**src/hw/rtl/threshold_sweep_calibrator_core_assert.svh**
```systemverilog
// Assertion macros shared by the threshold sweep calibrator RTL.
// Depends on nothing; included by files that carry concurrent checks.
`ifndef THRESHOLD_SWEEP_CALIBRATOR_CORE_ASSERT_SVH
`define THRESHOLD_SWEEP_CALIBRATOR_CORE_ASSERT_SVH

// Same-cycle implication, sampled on the rising clock edge.
`define TSC_ASSERT_NOW(lbl, clk, rst_n, ante, cons) \
	lbl: assert property (@(posedge clk) disable iff (!(rst_n)) (ante) |-> (cons)) \
		else $error("tsc check failed: same-cycle implication");

// Next-cycle implication, sampled on the rising clock edge.
`define TSC_ASSERT_NEXT(lbl, clk, rst_n, ante, cons) \
	lbl: assert property (@(posedge clk) disable iff (!(rst_n)) (ante) |=> (cons)) \
		else $error("tsc check failed: next-cycle implication");

`endif

```
**src/hw/rtl/tsc_pkg.sv**
```systemverilog
// Types and constants of the threshold sweep calibrator.
// Depends on nothing; imported by every module of the block.
package tsc_pkg;

	localparam int CFG_W     = 16;
	localparam int CFG_IDX_W = 2;
	localparam int OUT_DRV_W = 8;

	// Configuration register indexes.
	localparam logic [CFG_IDX_W-1:0] REG_CAL_WAIT     = 2'd0;
	localparam logic [CFG_IDX_W-1:0] REG_STABLE       = 2'd1;
	localparam logic [CFG_IDX_W-1:0] REG_ERROR_TIMEOUT = 2'd2;

	// Reset values of the configuration registers.
	localparam logic [CFG_W-1:0] CAL_WAIT_RST      = 16'd10;
	localparam logic [CFG_W-1:0] STABLE_RST        = 16'd100;
	localparam logic [CFG_W-1:0] ERROR_TIMEOUT_RST = 16'd1000;

	typedef enum logic [1:0] {
		PH_IDLE  = 2'd0,
		PH_RISE  = 2'd1,
		PH_UPPER = 2'd2,
		PH_LOWER = 2'd3
	} cal_phase_t;

	typedef struct packed {
		logic cal_request;
		logic ref_level;
		logic ref_edge;
		logic line_level;
	} in_beat_t;

	typedef struct packed {
		logic [OUT_DRV_W-1:0] ref_drive;
		logic [OUT_DRV_W-1:0] con_drive;
		logic                 con_load;
		logic                 line_drive_high;
		logic                 error_flag;
		logic [1:0]           phase;
	} out_beat_t;

endpackage

```
**src/hw/rtl/threshold_sweep_calibrator_core.sv**
```systemverilog
// Top level of the threshold sweep calibrator: watchdog and calibration sweep.
// Depends on tsc_pkg, tsc_out_skid and threshold_sweep_calibrator_core_assert.svh.
//
// Usage: every input beat is one one-millisecond tick carrying the comparator
// level, a comparator edge flag, the shared line level and a calibration step
// request. Each accepted beat produces exactly one result beat with the
// reference drive, the control drive, a load strobe, the line drive, the error
// flag and the calibration phase as they stand after that tick.
// Throughput is one beat per cycle while in_ready is high: the whole tick update is
// a single layer of logic from the accepted beat into the state registers and the
// result buffer. Each result is registered and offered on out_valid once any result
// ahead of it is taken. A two-entry result buffer sits on the output, so in_ready
// stays high while one result waits; it falls only when two results are held
// and the receiver is stalled, and rises again as soon as one is taken.
// Reset clears the calibration state, drives the shared line high, loads the
// configuration registers with their defaults (10, 100, 1000) and empties the
// result buffer. The configuration port writes one register per cycle with no
// wait state; writes to the unused index are ignored.
`include "threshold_sweep_calibrator_core_assert.svh"

module threshold_sweep_calibrator_core
	import tsc_pkg::*;
#(
	parameter int DRIVE_BITS = 8,
	parameter int TIME_BITS  = 16
) (
	input  logic                 clk,
	input  logic                 arst_n,
	input  logic                 in_valid,
	output logic                 in_ready,
	input  in_beat_t             in_data,
	output logic                 out_valid,
	input  logic                 out_ready,
	output out_beat_t            out_data,
	input  logic                 cfg_we,
	input  logic [CFG_IDX_W-1:0] cfg_index,
	input  logic [CFG_W-1:0]     cfg_data
);

	// Compare width wide enough for both the edge counter and a register.
	localparam int CMP_W = (TIME_BITS > CFG_W) ? TIME_BITS : CFG_W;
	localparam logic [DRIVE_BITS-1:0] DRIVE_MAX = {DRIVE_BITS{1'b1}};
	localparam logic [TIME_BITS-1:0]  TIME_MAX  = {TIME_BITS{1'b1}};

	// Configuration registers.
	logic [CFG_W-1:0] cal_wait_q;
	logic [CFG_W-1:0] stable_q;
	logic [CFG_W-1:0] err_timeout_q;

	// Calibration state.
	cal_phase_t            phase_q, phase_n;
	logic                  err_q, err_n;
	logic                  line_driven_q, line_driven_n;
	logic [TIME_BITS-1:0]  since_edge_q, since_edge_n;
	logic [CFG_W-1:0]      wait_left_q, wait_left_n;
	logic [DRIVE_BITS-1:0] ref_value_q, ref_value_n;
	logic [DRIVE_BITS-1:0] jump_value_q, jump_value_n;
	logic [DRIVE_BITS-1:0] upper_value_q, upper_value_n;
	logic [DRIVE_BITS-1:0] mid_value_q, mid_value_n;

	logic                  in_fire;
	logic                  load;
	logic                  wd_fire;
	logic                  stable;
	logic                  step;
	logic [DRIVE_BITS:0]   mid_sum;
	logic [DRIVE_BITS-1:0] drive_up;
	logic [DRIVE_BITS-1:0] drive_down;
	out_beat_t             result;

	assign in_fire = in_valid && in_ready;

	// Register writes take effect at the edge where the enable is high.
	always_ff @(posedge clk or negedge arst_n) begin
		if (!arst_n) begin
			cal_wait_q    <= CAL_WAIT_RST;
			stable_q      <= STABLE_RST;
			err_timeout_q <= ERROR_TIMEOUT_RST;
		end else if (cfg_we) begin
			unique case (cfg_index)
				REG_CAL_WAIT:      cal_wait_q    <= cfg_data;
				REG_STABLE:        stable_q      <= cfg_data;
				REG_ERROR_TIMEOUT: err_timeout_q <= cfg_data;
				default: ;
			endcase
		end
	end

	assign drive_up   = (ref_value_q != DRIVE_MAX) ? ref_value_q + 1'b1 : ref_value_q;
	assign drive_down = (ref_value_q != '0) ? ref_value_q - 1'b1 : ref_value_q;
	assign mid_sum    = {1'b0, upper_value_q} + {1'b0, ref_value_q};

	// One tick: edge counter, wait countdown, watchdog, then one sweep step.
	always_comb begin
		since_edge_n  = since_edge_q;
		wait_left_n   = wait_left_q;
		phase_n       = phase_q;
		err_n         = err_q;
		line_driven_n = line_driven_q;
		ref_value_n   = ref_value_q;
		jump_value_n  = jump_value_q;
		upper_value_n = upper_value_q;
		mid_value_n   = mid_value_q;
		load          = 1'b0;

		// The edge counter saturates, so a timeout at its maximum never fires.
		if (in_data.ref_edge) begin
			since_edge_n = '0;
		end else if (since_edge_q != TIME_MAX) begin
			since_edge_n = since_edge_q + 1'b1;
		end

		if (wait_left_q != '0) begin
			wait_left_n = wait_left_q - 1'b1;
		end

		wd_fire = (CMP_W'(since_edge_n) > CMP_W'(err_timeout_q)) && !err_q;
		if (wd_fire) begin
			err_n         = 1'b1;
			phase_n       = PH_IDLE;
			line_driven_n = 1'b1;
		end

		stable = CMP_W'(since_edge_n) > CMP_W'(stable_q);
		step   = in_data.cal_request && (wait_left_n == '0);

		if (step) begin
			unique case (phase_n)
				PH_IDLE: begin
					if (err_n || !in_data.line_level) begin
						wait_left_n = cal_wait_q;
						phase_n     = PH_RISE;
					end
				end
				PH_RISE: begin
					// The first high reading marks the jump point; no wait follows it.
					if (in_data.ref_level) begin
						jump_value_n = ref_value_q;
						phase_n      = PH_UPPER;
					end else begin
						ref_value_n = drive_up;
						wait_left_n = cal_wait_q;
					end
				end
				PH_UPPER: begin
					if (stable && in_data.ref_level) begin
						phase_n       = PH_LOWER;
						upper_value_n = ref_value_q;
						ref_value_n   = jump_value_q;
					end else begin
						ref_value_n = drive_up;
					end
					wait_left_n = cal_wait_q;
				end
				PH_LOWER: begin
					if (stable && !in_data.ref_level) begin
						mid_value_n   = mid_sum[DRIVE_BITS:1];
						load          = 1'b1;
						ref_value_n   = '0;
						phase_n       = PH_IDLE;
						line_driven_n = 1'b0;
						err_n         = 1'b0;
					end else begin
						ref_value_n = drive_down;
					end
					wait_left_n = cal_wait_q;
				end
				default: ;
			endcase
		end

		result.ref_drive       = OUT_DRV_W'(ref_value_n);
		result.con_drive       = OUT_DRV_W'(mid_value_n);
		result.con_load        = load;
		result.line_drive_high = line_driven_n;
		result.error_flag      = err_n;
		result.phase           = phase_n;
	end

	always_ff @(posedge clk or negedge arst_n) begin
		if (!arst_n) begin
			phase_q       <= PH_IDLE;
			err_q         <= 1'b0;
			line_driven_q <= 1'b1;
			since_edge_q  <= '0;
			wait_left_q   <= '0;
			ref_value_q   <= '0;
			jump_value_q  <= '0;
			upper_value_q <= '0;
			mid_value_q   <= '0;
		end else if (in_fire) begin
			phase_q       <= phase_n;
			err_q         <= err_n;
			line_driven_q <= line_driven_n;
			since_edge_q  <= since_edge_n;
			wait_left_q   <= wait_left_n;
			ref_value_q   <= ref_value_n;
			jump_value_q  <= jump_value_n;
			upper_value_q <= upper_value_n;
			mid_value_q   <= mid_value_n;
		end
	end

	// Result buffer decouples the tick update from a stalled receiver.
	tsc_out_skid u_out_skid (
		.clk       (clk),
		.arst_n    (arst_n),
		.in_valid  (in_valid),
		.in_ready  (in_ready),
		.in_data   (result),
		.out_valid (out_valid),
		.out_ready (out_ready),
		.out_data  (out_data)
	);

	// Input stalls only when both buffer entries are full, so a result must be waiting.
	`TSC_ASSERT_NOW(a_stall_has_result, clk, arst_n, !in_ready, out_valid)

	// A midpoint load leaves the block idle, error clear and the line released.
	`TSC_ASSERT_NEXT(a_load_releases, clk, arst_n, in_fire && load,
		(phase_q == PH_IDLE) && !err_q && !line_driven_q)

	// The watchdog never raises the error without driving the line high.
	`TSC_ASSERT_NOW(a_err_drives_line, clk, arst_n, $rose(err_q), line_driven_q)

endmodule

```
**src/hw/rtl/tsc_out_skid.sv**
```systemverilog
// Two-entry result buffer (output register plus skid register).
// Depends on tsc_pkg for the result beat type.
module tsc_out_skid
	import tsc_pkg::*;
(
	input  logic      clk,
	input  logic      arst_n,
	input  logic      in_valid,
	output logic      in_ready,
	input  out_beat_t in_data,
	output logic      out_valid,
	input  logic      out_ready,
	output out_beat_t out_data
);

	logic      out_valid_q;
	logic      skid_valid_q;
	out_beat_t out_data_q;
	out_beat_t skid_data_q;
	logic      push;
	logic      pop;

	assign in_ready  = !skid_valid_q;
	assign out_valid = out_valid_q;
	assign out_data  = out_data_q;
	assign push      = in_valid && !skid_valid_q;
	assign pop       = out_valid_q && out_ready;

	always_ff @(posedge clk or negedge arst_n) begin
		if (!arst_n) begin
			out_valid_q  <= 1'b0;
			skid_valid_q <= 1'b0;
		end else begin
			if (skid_valid_q) begin
				if (pop) begin
					skid_valid_q <= 1'b0;
				end
			end else if (push) begin
				if (out_valid_q && !pop) begin
					skid_valid_q <= 1'b1;
				end else begin
					out_valid_q <= 1'b1;
				end
			end else if (pop) begin
				out_valid_q <= 1'b0;
			end
		end
	end

	// Payload registers carry no reset.
	always_ff @(posedge clk) begin
		if (skid_valid_q) begin
			if (pop) begin
				out_data_q <= skid_data_q;
			end
		end else if (push) begin
			if (out_valid_q && !pop) begin
				skid_data_q <= in_data;
			end else begin
				out_data_q <= in_data;
			end
		end
	end

endmodule
```
**config.mk**
```make
export PLATFORM = sky130hd
export DESIGN_NAME = threshold_sweep_calibrator_core
export DESIGN_NICKNAME = d
export VERILOG_FILES = /design/src/hw/rtl/tsc_pkg.sv /design/src/hw/rtl/threshold_sweep_calibrator_core.sv /design/src/hw/rtl/tsc_out_skid.sv
export VERILOG_INCLUDE_DIRS = /design/src /design/src/hw/rtl
export SDC_FILE = /design/constraint.sdc
export NUM_CORES = 1
export LEC_CHECK = 0
export ABC_AREA = 1
export BUFFER_PORTS_ARGS = -buffer_cell sky130_fd_sc_hd__buf_2
export CORE_MARGIN = 5
export CORE_UTILIZATION = 45
export DETAILED_ROUTE_END_ITERATION = 7
export GPL_ROUTABILITY_DRIVEN = 0
export SETUP_SLACK_MARGIN = 0.2
export SYNTH_ARGS = -nofsm -noshare
export SYNTH_HDL_FRONTEND = slang
export SYNTH_SLANG_ARGS = --single-unit
```
**constraint.sdc**
```tcl
create_clock -name clk -period 3.9 [get_ports clk]
set_clock_uncertainty 0.05 [all_clocks]
set_input_delay 0.585 -clock clk [delete_from_list [all_inputs] [get_ports clk]]
set_output_delay 0.585 -clock clk [all_outputs]
set_load 0.005 [all_outputs]
```
-- After elaboration in Yosys (flattened, before gate mapping)
Cells that the tools add are included.
- input bits: 27
- register bits after elaboration: 160
- logic and storage cells: 119
- mux-type cells: 46
- reduce and logical (&&, ||, !) cells: 29
- $lt $le $gt $ge: 2
- bitwise logic cells: 1
- add/sub/neg operators: 5
- equal/unequal tests: 10
- operators with widths (kind ; number):
    $mux 16 ; 6
    $mux 21 ; 4
    $mux 8 ; 9
    $pmux 16 s3 ; 1
    $gt 16x16->1 ; 2
    $pmux 8 s3 ; 1
    $mux 1 ; 18
    $add 16x1->16 const B ; 1
    $logic_not 16->1 ; 1
    $ne 16x16->1 const B ; 1
    $reduce_bool 16->1 ; 1
    $sub 16x1->16 const B ; 1
    $mux 2 ; 6
    $add 8x8->9 ; 1
    $reduce_and 3->1 ; 3
    $add 8x1->8 const B ; 1
    $ne 8x8->1 const B ; 1
    $pmux 2 s4 ; 1
    $reduce_and 4->1 ; 2
    $reduce_bool 8->1 ; 1
    $sub 8x1->8 const B ; 1
    $logic_and 1x1->1 ; 7
    $eq 2x2->1 const B ; 3
    $reduce_and 2->1 ; 3
    other kinds (9) ; 17

-- Logic depth before layout (Yosys ltp)
Gate-level depths: netlist of run 1.
- word-level depth: 13
- depth in mapped cells: 32
- depth with buffers taken out: 32

-- Modules after synthesis
Synthesis of run 1 repeated with hierarchy kept, for this count alone.
- cells, all modules: 1386
- area, all modules: 10159.7 sq um
- modules (own cells, without submodules) (module ; cells each ; seq. area each (sq um) ; instances ; area an instance (sq um)):
    threshold_sweep_calibrator_core ; 1258 ; 2917.8 ; 1 ; 8460.6
    tsc_out_skid ; 128 ; 1311.3 ; 1 ; 1699.1

-- Worst setup path after synthesis of run 1
Ideal clock, no wire load.
- path kind: register to register
- from: register since_edge_q[0]
- to: register u_out_skid.out_data_q (netlist bit u_out_skid.out_data[8]), data pin
- data required time: 3.597 ns
- arrival time: 3.530 ns
- cell stages (with the launch flop): 30
- path buffers: 1
- setup slack: 0.067 ns
- path through: dfrtp_1 ha_1 nand3_1 nor2_1 inv_1 nor2_1 inv_1 nor2_2 inv_1 nand3_1 nor2_1 nand2_1 o21ai_0 a21oi_1 ha_1 nand2_1 nor2_1 nor2_1 nand2_1 nand2_1 nand2_1 nand3_1 nand3_1 nor2_1 nand2_4 buf_6 nand2_1 o21ai_2 nand2_1 nand2_1
- longest elaborated chain between the ends: 12
- RTL lines (item ; line ; text):
    from (decl) ; threshold_sweep_calibrator_core.sv:54 ; logic [TIME_BITS-1:0] since_edge_q, since_edge_n;
    from (signal assigned) ; threshold_sweep_calibrator_core.sv:195 ; since_edge_q <= since_edge_n;
    $add 16x1->16 / $ne 16x16->1 (equally long branches) ; threshold_sweep_calibrator_core.sv:110, threshold_sweep_calibrator_core.sv:109 ;
    $mux 16 * ; threshold_sweep_calibrator_core.sv:109 ; end else if (since_edge_q != TIME_MAX) begin
    $mux 16 * ; threshold_sweep_calibrator_core.sv:107 ; if (in_data.ref_edge) begin
    named net since_edge_n[6] ; threshold_sweep_calibrator_core.sv:54 ;
    $gt 16x16->1 ; threshold_sweep_calibrator_core.sv:117 ; wd_fire = (CMP_W'(since_edge_n) > CMP_W'(err_timeout_q)) && !err_q;
    $logic_and 1x1->1 ; threshold_sweep_calibrator_core.sv:117 ;
    $mux 2 ; threshold_sweep_calibrator_core.sv:118 ; if (wd_fire) begin
    $eq 2x2->1 ; threshold_sweep_calibrator_core.sv:128 ; unique case (phase_n)
    $mux 8 * ; threshold_sweep_calibrator_core.sv:128 ;
    $mux 8 * ; threshold_sweep_calibrator_core.sv:127 ; if (step) begin
    named net mid_value_n[3] ; threshold_sweep_calibrator_core.sv:59 ; logic [DRIVE_BITS-1:0] mid_value_q, mid_value_n;
    $mux 21 * ; tsc_out_skid.sv:57 ; if (out_valid_q && !pop) begin
    $mux 21 * ; tsc_out_skid.sv:56 ; end else if (push) begin
    $mux 21 * ; tsc_out_skid.sv:52 ; if (skid_valid_q) begin
    to (signal assigned) ; tsc_out_skid.sv:54 ; out_data_q <= skid_data_q;
    to (signal assigned) ; tsc_out_skid.sv:60 ; out_data_q <= in_data;
    to (decl) ; tsc_out_skid.sv:18 ; out_beat_t out_data_q;
Mark *: on every way through the listed nets, which the timed path passes. The rest lies on a longest branch. The select of a mux whose other input is x is not followed.
A chain may end at the register's enable or synchronous reset.

-- Worst setup path after layout of run 1
- from: register since_edge_q[5]
- to: register u_out_skid.skid_data_q[19] (netlist name), data pin
- longest elaborated chain between the ends: 9
- RTL lines (item ; line ; text):
    $ne 16x16->1 * ; threshold_sweep_calibrator_core.sv:109 ;
    $mux 16 * ; threshold_sweep_calibrator_core.sv:109 ;
    $mux 16 * ; threshold_sweep_calibrator_core.sv:107 ;
    named net since_edge_n[4] ; threshold_sweep_calibrator_core.sv:54 ;
    $gt 16x16->1 ; threshold_sweep_calibrator_core.sv:117 ;
    $logic_and 1x1->1 ; threshold_sweep_calibrator_core.sv:117 ;
    $mux 2 ; threshold_sweep_calibrator_core.sv:118 ;
    $eq 2x2->1 / $eq 2x1->1 (equally long branches) ; threshold_sweep_calibrator_core.sv:128 ;
    $pmux 8 s3 * ; threshold_sweep_calibrator_core.sv:128 ;
    $mux 8 * ; threshold_sweep_calibrator_core.sv:127 ;
    named net ref_value_n[6] ; threshold_sweep_calibrator_core.sv:56 ; logic [DRIVE_BITS-1:0] ref_value_q, ref_value_n;
    to (signal assigned) ; tsc_out_skid.sv:58 ; skid_data_q <= in_data;
    to (decl) ; tsc_out_skid.sv:19 ; out_beat_t skid_data_q;
Mark *: on every way through the listed nets, which the timed path passes. The rest lies on a longest branch.

==> summary.md, run 1 <==
| Metric | Value |
|---|---|
| Crit path time final | `3.746 ns` |
| Critical path class | `reg -> reg` |
| Post-synth top area share | `0.2589` |
| Reg-to-Reg End | `u_out_skid.skid_data_q[19]` |
| Post-Synth Simple-Gate Area | `0.3309` |
| Die width | `160.9 um` |
| Critical R2R Launch | `since_edge_q[5]` |
| Starting Density | `0.4552` |
| Ys async rst share | `0.7375` |
| GRT overflow | `0` |
| CP Capture Type | `flop` |
| Fin util | `0.5522` |
| Post-synth EDFFs | `42` |
| Port bufs | `49` |
| Synth area leaders | `dfrtp_1 (26%), nand2_1 (18%), edfxtp_1 (12%)` |
| Vias in the first global route | `8692` |
| H-tree Lvls | `4` |
| Final slew viol count | `0` |
| DRC Markers | `0` |
| PwrDens | `317.3 nW/um2` |
| Clock root cell | `clkbuf_16` |
| Slowest CP cell | `dfrtp_1` |
| Worst reg2reg path depth | `28` |
| CP Max Fanout | `7` |
| GR Util All Layers | `0.2144` |
| Final period util | `0.9604` |
| Pre-antenna DRT Iters | `5` |
| Max Clk Rate | `0.2670 GHz` |
| Final HPWL DP | `19110 um` |
| Rows | `55` |
| 1st-iter DRT viols | `566` |
| Hold Vio Cnt, Final | `0` |
| Synth Area in XOR/XNOR | `0.01796` |
| Mapped cell area | `10240 um2` |
| Antenna violations before repair | `1` |
| Max-Cap Viols | `0` |
| Cts bufs inserted | `17` |
| Ys flop type | `dfrtp_1` |
| Worst-Margin Slew | `1.032 ns` |
| Main combinational cell family by area after synthesis | `simple AND/OR/NAND/NOR gates` |
| Post-synth top cells | `nand2_1 (494), inv_1 (171), dfrtp_1 (106)` |
| Worst-skew pair later-pin latency | `0.44 ns` |
| Average size of a mapped cell | `7.401 um2` |
| CTS sink cnt | `160` |
| Setup Viol. Count Final | `0` |
| DRT antenna net count | `0` |
| Leak | `5.968 nW` |
| Worst-case clock buffer depth | `2` |
| Global-route wire length before repair | `45170 um` |
| Count leader, synth | `nand2_1` |
| Syn. warnings | `0` |
| Post-synthesis sequential element count | `160` |
| Routed vias | `9177` |
| Min Hold Slack | `0.09638 ns` |
| Synth Net Count | `1456` |
| Placed cell areas | `10930 um2` |
| Startpoint types | `flop` |
| CP max stage delay | `0.48 ns` |
| CTS tree | `built` |
| Flop-to-flop setup slack | `0.15 ns` |
| Largest net degree at the start of global routing | `55` |
| Ant diodes | `0` |
| Hold/Removal Path Class | `in -> async` |
| Routed wire length | `28230 um` |
| Post-synthesis sequential area ratio | `0.4128` |
| Status | `completed` |
| Setup tns final | `0 ns` |
| Core Region | `22500 um2` |
| Worst VDD drop | `0.2719 mV` |
| Worst slew margin | `0.3101` |
| Clock slew at reported path FFs | `0.07 ns` |
| # hold bufs at CTS | `0` |
| Synth Area in Adders | `0.05570` |
| Area delta synth->final | `21.30%` |
| DIE AREA | `25880 um2` |
| Final instance area | `12430 um2` |
| Synth unique cells | `43` |
| Worst path required time | `4.05 ns` |
| Post-synthesis cell count | `1384` |
| Vias per cell | `5.199` |
| Crit path DAT | `3.89 ns` |
| Share of layout cells above drive strength 1 | `0.2270` |
| # nets final | `1539` |
| Mux share of post-synthesis cell area | `0` |
| Synth area leader | `dfrtp_1` |
| RSZ-0062 raised after global routing | `yes` |
| Routed length per placed instance | `16.00 um` |
| CP dominant cell by count | `nand2_1` |
| Post-synthesis compound-gate area fraction | `0.09613` |
| Die H | `160.9 um` |
| Io pins | `50` |
-- placed cells by master (no fill, tap or decap), types with 16 or more instances in the layout --
cell type	count
nand3_4	18
inv_1	157
ha_1	40
nand3_2	28
nor2_1	66
nor2_2	20
nand2_2	28
nand3_1	46
buf_2	49
buf_4	40
nand4_1	37
dfrtp_1	106
xor2_1	16
nor2_4	16
a21oi_1	28
clkbuf_16	17
o21ai_0	88
edfxtp_1	42
nand2_1	461
-- per-layer routing --
metal,vias to the layer above,part of all wire,global-route usage
met2,198,0.49,0.3603
met3,20,0.041,0.03669
met4,2,0.0082,0.04149
li1,4613,-,-
met1,4344,0.46,0.2948
met5,-,0.00071,0
-- logic make-up (layout without fill, tap and decap cells) --
group,Yosys count,count (layout)
flip-flops,160,160
adder cells (fa/ha/maj),45,45
buffers and inverters,224,316
AO/OA/AOI/OAI,177,177
XOR/XNOR,21,21
AND/OR/NAND/NOR,757,761
-- state kept, by name (all words and copies together) (netlist names) --
| name | count |
|---|---|
| upper_value_q | 8 |
| cal_wait_q | 16 |
| phase_q | 2 |
| u_out_skid.out_data | 21 |
| err_timeout_q | 16 |
| line_driven_q | 1 |
| wait_left_q | 16 |
| jump_value_q | 8 |
| u_out_skid.skid_valid_q | 1 |
| mid_value_q | 8 |
| err_q | 1 |
| ref_value_q | 8 |
| u_out_skid.skid_data_q | 21 |
| since_edge_q | 16 |
| stable_q | 16 |
| u_out_skid.out_valid | 1 |
-- timing repair --
| item | in CTS | in global routing |
|---|---|---|
| pin swaps | 4 | 47 |
| resized for setup | 27 | 161 |
| endpoints found under the setup margin | 92 | 94 |
| gates cloned | 2 | 4 |
| setup buffers | 12 | 10 |
-- area by class of cell --
class / count / area [um2]
Inverter: 178 / 683.2
Clock inverter: 15 / 145.1
Fill cell: 2158 / 10080
Multi-Input combinational cell: 1004 / 5823
Timing Repair Buffer: 106 / 763.2
Tap cell: 285 / 356.6
Clock buffer: 17 / 425.4
Sequential cell: 160 / 4229
-- critical path, delay by kind of cell, from the launching register on --
kind	cells	cell delay, ns
AO/OA/AOI/OAI	1	0.18
adder cells (fa/ha/maj)	1	0.15
buffers and inverters	6	0.58
flip-flops	1	0.48
AND/OR/NAND/NOR	20	2.04
-- metrics by stage --
step / power (mW) / setup WS, ns / std cells
2_1_floorplan: 2.130 / 0.2618 / 1384
3_3_place_gp: 2.275 / -0.1611 / 1705
3_5_place_dp: 2.285 / -0.1526 / 1705
4_1_cts: 3.939 / 0.1888 / 1751
5_1_grt: 4.133 / -0.1248 / 1765
6_report: 3.943 / 0.1543 / 1765
-- power by group --
part,switching [mW],internal [mW]
logic,0.276,0.154
registers,0.0573,1.80
clock network,0.804,0.848
total,1.14,2.81
-- worst max-delay path by stage --
stage                                  to  slack, ns             from  depth (start not counted)
2_1_floorplan      u_out_skid.out_data[8]       0.26  since_edge_q[0]                         29
3_3_place_gp   u_out_skid.skid_data_q[10]      -0.16  since_edge_q[0]                         22
3_5_place_dp   u_out_skid.skid_data_q[10]      -0.15  since_edge_q[0]                         22
4_1_cts        u_out_skid.skid_data_q[10]       0.19  since_edge_q[0]                         30
5_1_grt           u_out_skid.out_data[13]      -0.12  since_edge_q[0]                         30
6_report       u_out_skid.skid_data_q[19]       0.15  since_edge_q[5]                         28
Note: power is estimated with default switching activity, not from simulation.
==> run 2: changes to the inputs <==
Settings changed: CORE_UTILIZATION 45 to 50, PLACE_DENSITY set to 0.7.
==> summary.md, run 2 (synthesis results as in run 1) <==
| Metric | Value |
|---|---|
| Status | `completed` |
| Worst-case clock buffer depth | `2` |
| Fin util | `0.6004` |
| Min Hold Slack | `0.1495 ns` |
| Routed length per placed instance | `15.34 um` |
| Worst setup slack after layout | `0.04333 ns` |
| CP max stage delay | `0.39 ns` |
| DRT antenna net count | `0` |
| CP Capture Type | `flop` |
| CP Max Fanout | `5` |
| DRC Markers | `0` |
| Worst path required time | `4.04 ns` |
| Clock Power Share | `0.409` |
| Internal | `2.808 mW` |
| Final instance area | `12150 um2` |
| CTS sink cnt | `160` |
| Largest net degree at the start of global routing | `119` |
| Slowest CP cell | `dfrtp_1` |
| # nets final | `1533` |
| Most frequent cells in the layout | `nand2_1 (466), inv_1 (158), dfrtp_1 (106)` |
| Max-Cap Viols | `0` |
| Worst-Margin Slew | `1.152 ns` |
| Area delta synth->final | `18.59%` |
| Final HPWL DP | `18010 um` |
| PwrDens | `320.6 nW/um2` |
| Share of layout cells above drive strength 1 | `0.2028` |
| Fillers | `1761` |
| CTS tree | `built` |
| Crit path time final | `3.857 ns` |
| Die width | `153.1 um` |
| Starting Density | `0.5062` |
| Worst-skew pair later-pin latency | `0.43 ns` |
| Critical path class | `reg -> reg` |
| Combinational Power Share | `0.113` |
| Switch share | `0.2790` |
| RSZ-0062 raised after global routing | `yes` |
| Cts bufs inserted | `17` |
| Vias in the first global route | `8681` |
| Vias per cell | `5.306` |
| Clock root cell | `clkbuf_16` |
| P_sw | `1.087 mW` |
| Dpl ws | `-0.1014 ns` |
| Max Clk Rate | `0.2593 GHz` |
| Routed vias | `9254` |
| Pre-antenna DRT Iters | `5` |
| Routed wire length | `26750 um` |
| # hold bufs at CTS | `0` |
| Port bufs | `49` |
| CP dominant cell by count | `buf_4` |
| GRT overflow | `0` |
| Setup Viol. Count Final | `0` |
| Antenna violations before repair | `1` |
| Leading cell type in the layout, fill and taps excluded | `nand2_1` |
| Final slew viol count | `0` |
| Final period util | `0.9889` |
| Hold/Removal Path Class | `in -> async` |
| Clock slew at reported path FFs | `0.07 ns` |
| DIE AREA | `23450 um2` |
| Hold Vio Cnt, Final | `0` |
| Core Region | `20230 um2` |
| Worst slew margin | `0.2310` |
| Leak | `5.890 nW` |
| Rows | `52` |
| Io pins | `50` |
| Crit path DAT | `4.00 ns` |
| 1st-iter DRT viols | `708` |
| GR Util All Layers | `0.2218` |
| Ant diodes | `0` |
| Setup tns final | `0 ns` |
| Placed cell areas | `10900 um2` |
| Flop-to-flop setup slack | `0.04 ns` |
| Die H | `153.1 um` |
| H-tree Lvls | `4` |
| Worst VDD drop | `0.2880 mV` |
| Global-route wire length before repair | `43300 um` |
| Sequential group share of total power | `0.478` |
| Startpoint types | `flop` |
## run 2: changes by cell type in the layout (fill, tap and decap cells not counted), moves of 3 or more
cell | previous run | this run
and2_1 | 5 | 8
and2_4 | 4 | 1
buf_6 | 14 | 8
clkinvlp_4 | 2 | 5
inv_8 | 5 | 2
nand2_1 | 461 | 466
nand2_4 | 12 | 8
nand3_1 | 46 | 60
nand3_2 | 28 | 17
nand3_4 | 18 | 15
nor2_1 | 66 | 72
nor2_2 | 20 | 14
o21ai_0 | 88 | 93
## run 2: cell type report
cell class | count | area, um2 | area share
Clock buffer | 19 | 432.9 | 0.03564
Clock inverter | 13 | 128.9 | 0.01061
Inverter | 178 | 681.9 | 0.05613
Multi-Input combinational cell | 1004 | 5654 | 0.4654
Sequential cell | 160 | 4229 | 0.3481
Tap cell | 270 | 337.8 | 0.02781
Timing Repair Buffer | 100 | 683.2 | 0.05624
## run 2: worst paths after layout
path                                   start                    endpoint  cells after the start
max                          since_edge_q[1]  u_out_skid.skid_data_q[10]                     25
min reg2reg                err_timeout_q[13]           err_timeout_q[13]                      2
min                                   arst_n              mid_value_q[2]                      2
min in group clk                 cfg_data[3]            err_timeout_q[3]                      3
max in group asynchronous             arst_n             since_edge_q[4]                      2
max reg2reg                  since_edge_q[1]  u_out_skid.skid_data_q[10]                     25
## run 2: worst max-delay path: cells and delay by family, from the launching register on
kind	cells	cell delay (ns)
AND/OR/NAND/NOR	12	1.25
buffers and inverters	8	0.83
AO/OA/AOI/OAI	3	0.57
adder cells (fa/ha/maj)	2	0.54
flip-flops	1	0.39
## run 2: per-layer routing
metal	vias to the layer above	wire (um)	GRT usage	part of all wire
met1	4278	11730	0.3034	0.44
met5	-	13	0	0.00049
met2	314	12940	0.3682	0.48
met4	2	681	0.05982	0.025
met3	67	1387	0.03562	0.052
li1	4593	-	-	-
## run 2: repair_timing
| item | 4_1_cts | 5_1_grt |
|---|---|---|
| endpoints found under the setup margin | 92 | 94 |
| cloned | 3 | 2 |
| resized for setup | 44 | 88 |
| pin swaps | 18 | 30 |
| setup buffers | 11 | 6 |
## run 2: power groups by stage
stage               combinational, mW  sequential, mW  clock, mW
floorplan                       0.256            1.87          0
global placement                0.373            1.89          0
detailed placement              0.384            1.89          0
CTS                             0.407            1.86       1.62
global route                    0.505            1.87       1.70
finish                          0.440            1.86       1.59
## run 2: stage by stage
stage / power, mW / cells
floorplan: 2.130 / 1384
global placement: 2.259 / 1690
detailed placement: 2.273 / 1690
CTS: 3.880 / 1736
global route: 4.071 / 1744
finish: 3.894 / 1744
==> run 3: changes to the inputs <==
Settings changed: PLACE_DENSITY 0.7 to 0.67.
Clock period 3.9 ns to 4.7 ns, I/O delays scaled along.
==> summary.md, run 3 (synthesis results as in run 1) <==
| Metric | Value |
|---|---|
| Status | `completed` |
| H-tree Lvls | `4` |
| Io pins | `50` |
| CTS tree | `built` |
| Setup Viol. Count Final | `0` |
| Min Hold Slack | `0.08987 ns` |
| CTS sink cnt | `160` |
| PwrDens | `288.7 nW/um2` |
| Core Region | `20230 um2` |
| CP Max Fanout | `11` |
| CP max stage delay | `0.41 ns` |
| Final period util | `0.8770` |
| Vias per cell | `5.170` |
| Leading cell type in the layout, fill and taps excluded | `nand2_1` |
| Leak | `5.694 nW` |
| RSZ-0062 raised after global routing | `yes` |
| GR Util All Layers | `0.2162` |
| Switch share | `0.2667` |
| Antenna violations before repair | `1` |
| Routed vias | `8831` |
| Clock slew at reported path FFs | `0.07 ns` |
| Placed Cells | `1676` |
| Cts bufs inserted | `17` |
| DRT antenna net count | `0` |
| Crit path DAT | `4.40 ns` |
| CP dominant cell by count | `nand2_1` |
| Share of layout cells above drive strength 1 | `0.1231` |
| Flop-to-flop setup slack | `0.58 ns` |
| Crit path time final | `4.122 ns` |
| Routed length per placed instance | `14.65 um` |
| Slowest CP cell | `dfrtp_1` |
| Sequential group share of total power | `0.469` |
| GRT overflow | `0` |
| Most frequent cells in the layout | `nand2_1 (492), inv_1 (171), dfrtp_1 (106)` |
| DRC Markers | `0` |
| Final HPWL DP | `18190 um` |
| # hold bufs at CTS | `0` |
| Worst-skew pair later-pin latency | `0.43 ns` |
| Final instance area | `11410 um2` |
| Worst slew margin | `0.2939` |
| Starting Density | `0.5062` |
| Routed wire length | `25020 um` |
| Largest net degree at the start of global routing | `58` |
| Placed cell areas | `10770 um2` |
| Setup tns final | `0 ns` |
| P_sw | `878.0 uW` |
| Port bufs | `49` |
| Area delta synth->final | `11.35%` |
| Startpoint types | `flop` |
| Max-Cap Viols | `0` |
| Global-route wire length before repair | `41820 um` |
| Hold/Removal Path Class | `in -> async` |
| Vias in the first global route | `8269` |
| Internal | `2.414 mW` |
| Fin cells | `1708` |
| Die H | `153.1 um` |
| Max Clk Rate | `0.2426 GHz` |
| Post-CTS setup repair buffer count | `0` |
| CP Capture Type | `flop` |
| Final slew viol count | `0` |
| Reg-to-Reg End | `wait_left_q[1]` |
| Critical Path End | `wait_left_q[1]` |
| Pre-antenna DRT Iters | `5` |
| Worst setup slack after layout | `0.5781 ns` |
| DIE AREA | `23450 um2` |
| Combinational Power Share | `0.096` |
| Clock Power Share | `0.435` |
| Worst path required time | `4.98 ns` |
| Rows | `52` |
| Clock root cell | `clkbuf_16` |
| Hold Vio Cnt, Final | `0` |
| Critical R2R Launch | `since_edge_q[0]` |
| Critical path class | `reg -> reg` |
| Worst-Margin Slew | `1.056 ns` |
| 1st-iter DRT viols | `588` |
| Worst VDD drop | `0.2531 mV` |
| Post-CTS Resized | `0` |
| Worst reg2reg path depth | `31` |
| Die width | `153.1 um` |
| Dpl ws | `0.3414 ns` |
| Worst-case clock buffer depth | `2` |
| # nets final | `1497` |
| Critical path origin | `since_edge_q[0]` |
| Ant diodes | `0` |
## run 3: worst max-delay path, delay by kind of cell (launching register included)
family                   cells  cell delay (ns)
AO/OA/AOI/OAI                1             0.08
flip-flops                   1             0.41
adder cells (fa/ha/maj)      2             0.50
AND/OR/NAND/NOR             22             2.25
buffers and inverters        6             0.70
## run 3: power groups by stage
| stage | Combinational (mW) | Clock (mW) | Sequential [mW] |
|---|---|---|---|
| 3_3_place_gp | 0.309 | 0 | 1.57 |
| 6_report | 0.316 | 1.43 | 1.54 |
| 3_5_place_dp | 0.313 | 0 | 1.57 |
| 5_1_grt | 0.372 | 1.51 | 1.55 |
| 2_1_floorplan | 0.212 | 0 | 1.56 |
| 4_1_cts | 0.316 | 1.45 | 1.54 |
## run 3: how the worst min path moves through the flow
| stage | start | end | slack (ns) |
|---|---|---|---|
| floorplan | arst_n | cal_wait_q[0] | 0.36 |
| global placement | mid_value_q[3] | mid_value_q[3] | 0.41 |
| detailed placement | jump_value_q[6] | jump_value_q[6] | 0.42 |
| CTS | arst_n | mid_value_q[1] | 0.09 |
| global route | arst_n | mid_value_q[1] | 0.09 |
| finish | arst_n | mid_value_q[1] | 0.09 |
## run 3: layout make-up
type / count / area (um2)
clock buffers: 18 / 429.2
clock inverters: 14 / 172.7
fillers: 1927 / 8828
inverters: 178 / 670.6
multi-input cells: 1000 / 5176
flip-flops and latches: 160 / 4229
well taps: 270 / 337.8
repair buffers: 68 / 390.4
## run 3: per-layer routing
metal  track usage  vias to the layer above  routed length, um
li1              -                     4511                  -
met3       0.03251                       25               1224
met1        0.3036                     4070              11790
met2        0.3523                      223              11700
met5             0                        -                 18
met4       0.05685                        2                286
## run 3: per-stage QoR
step	total power, mW	util
floorplan	1.767	-
global placement	1.876	0.5320
detailed placement	1.883	0.5320
CTS	3.310	0.5618
global route	3.439	0.5637
finish	3.292	0.5637
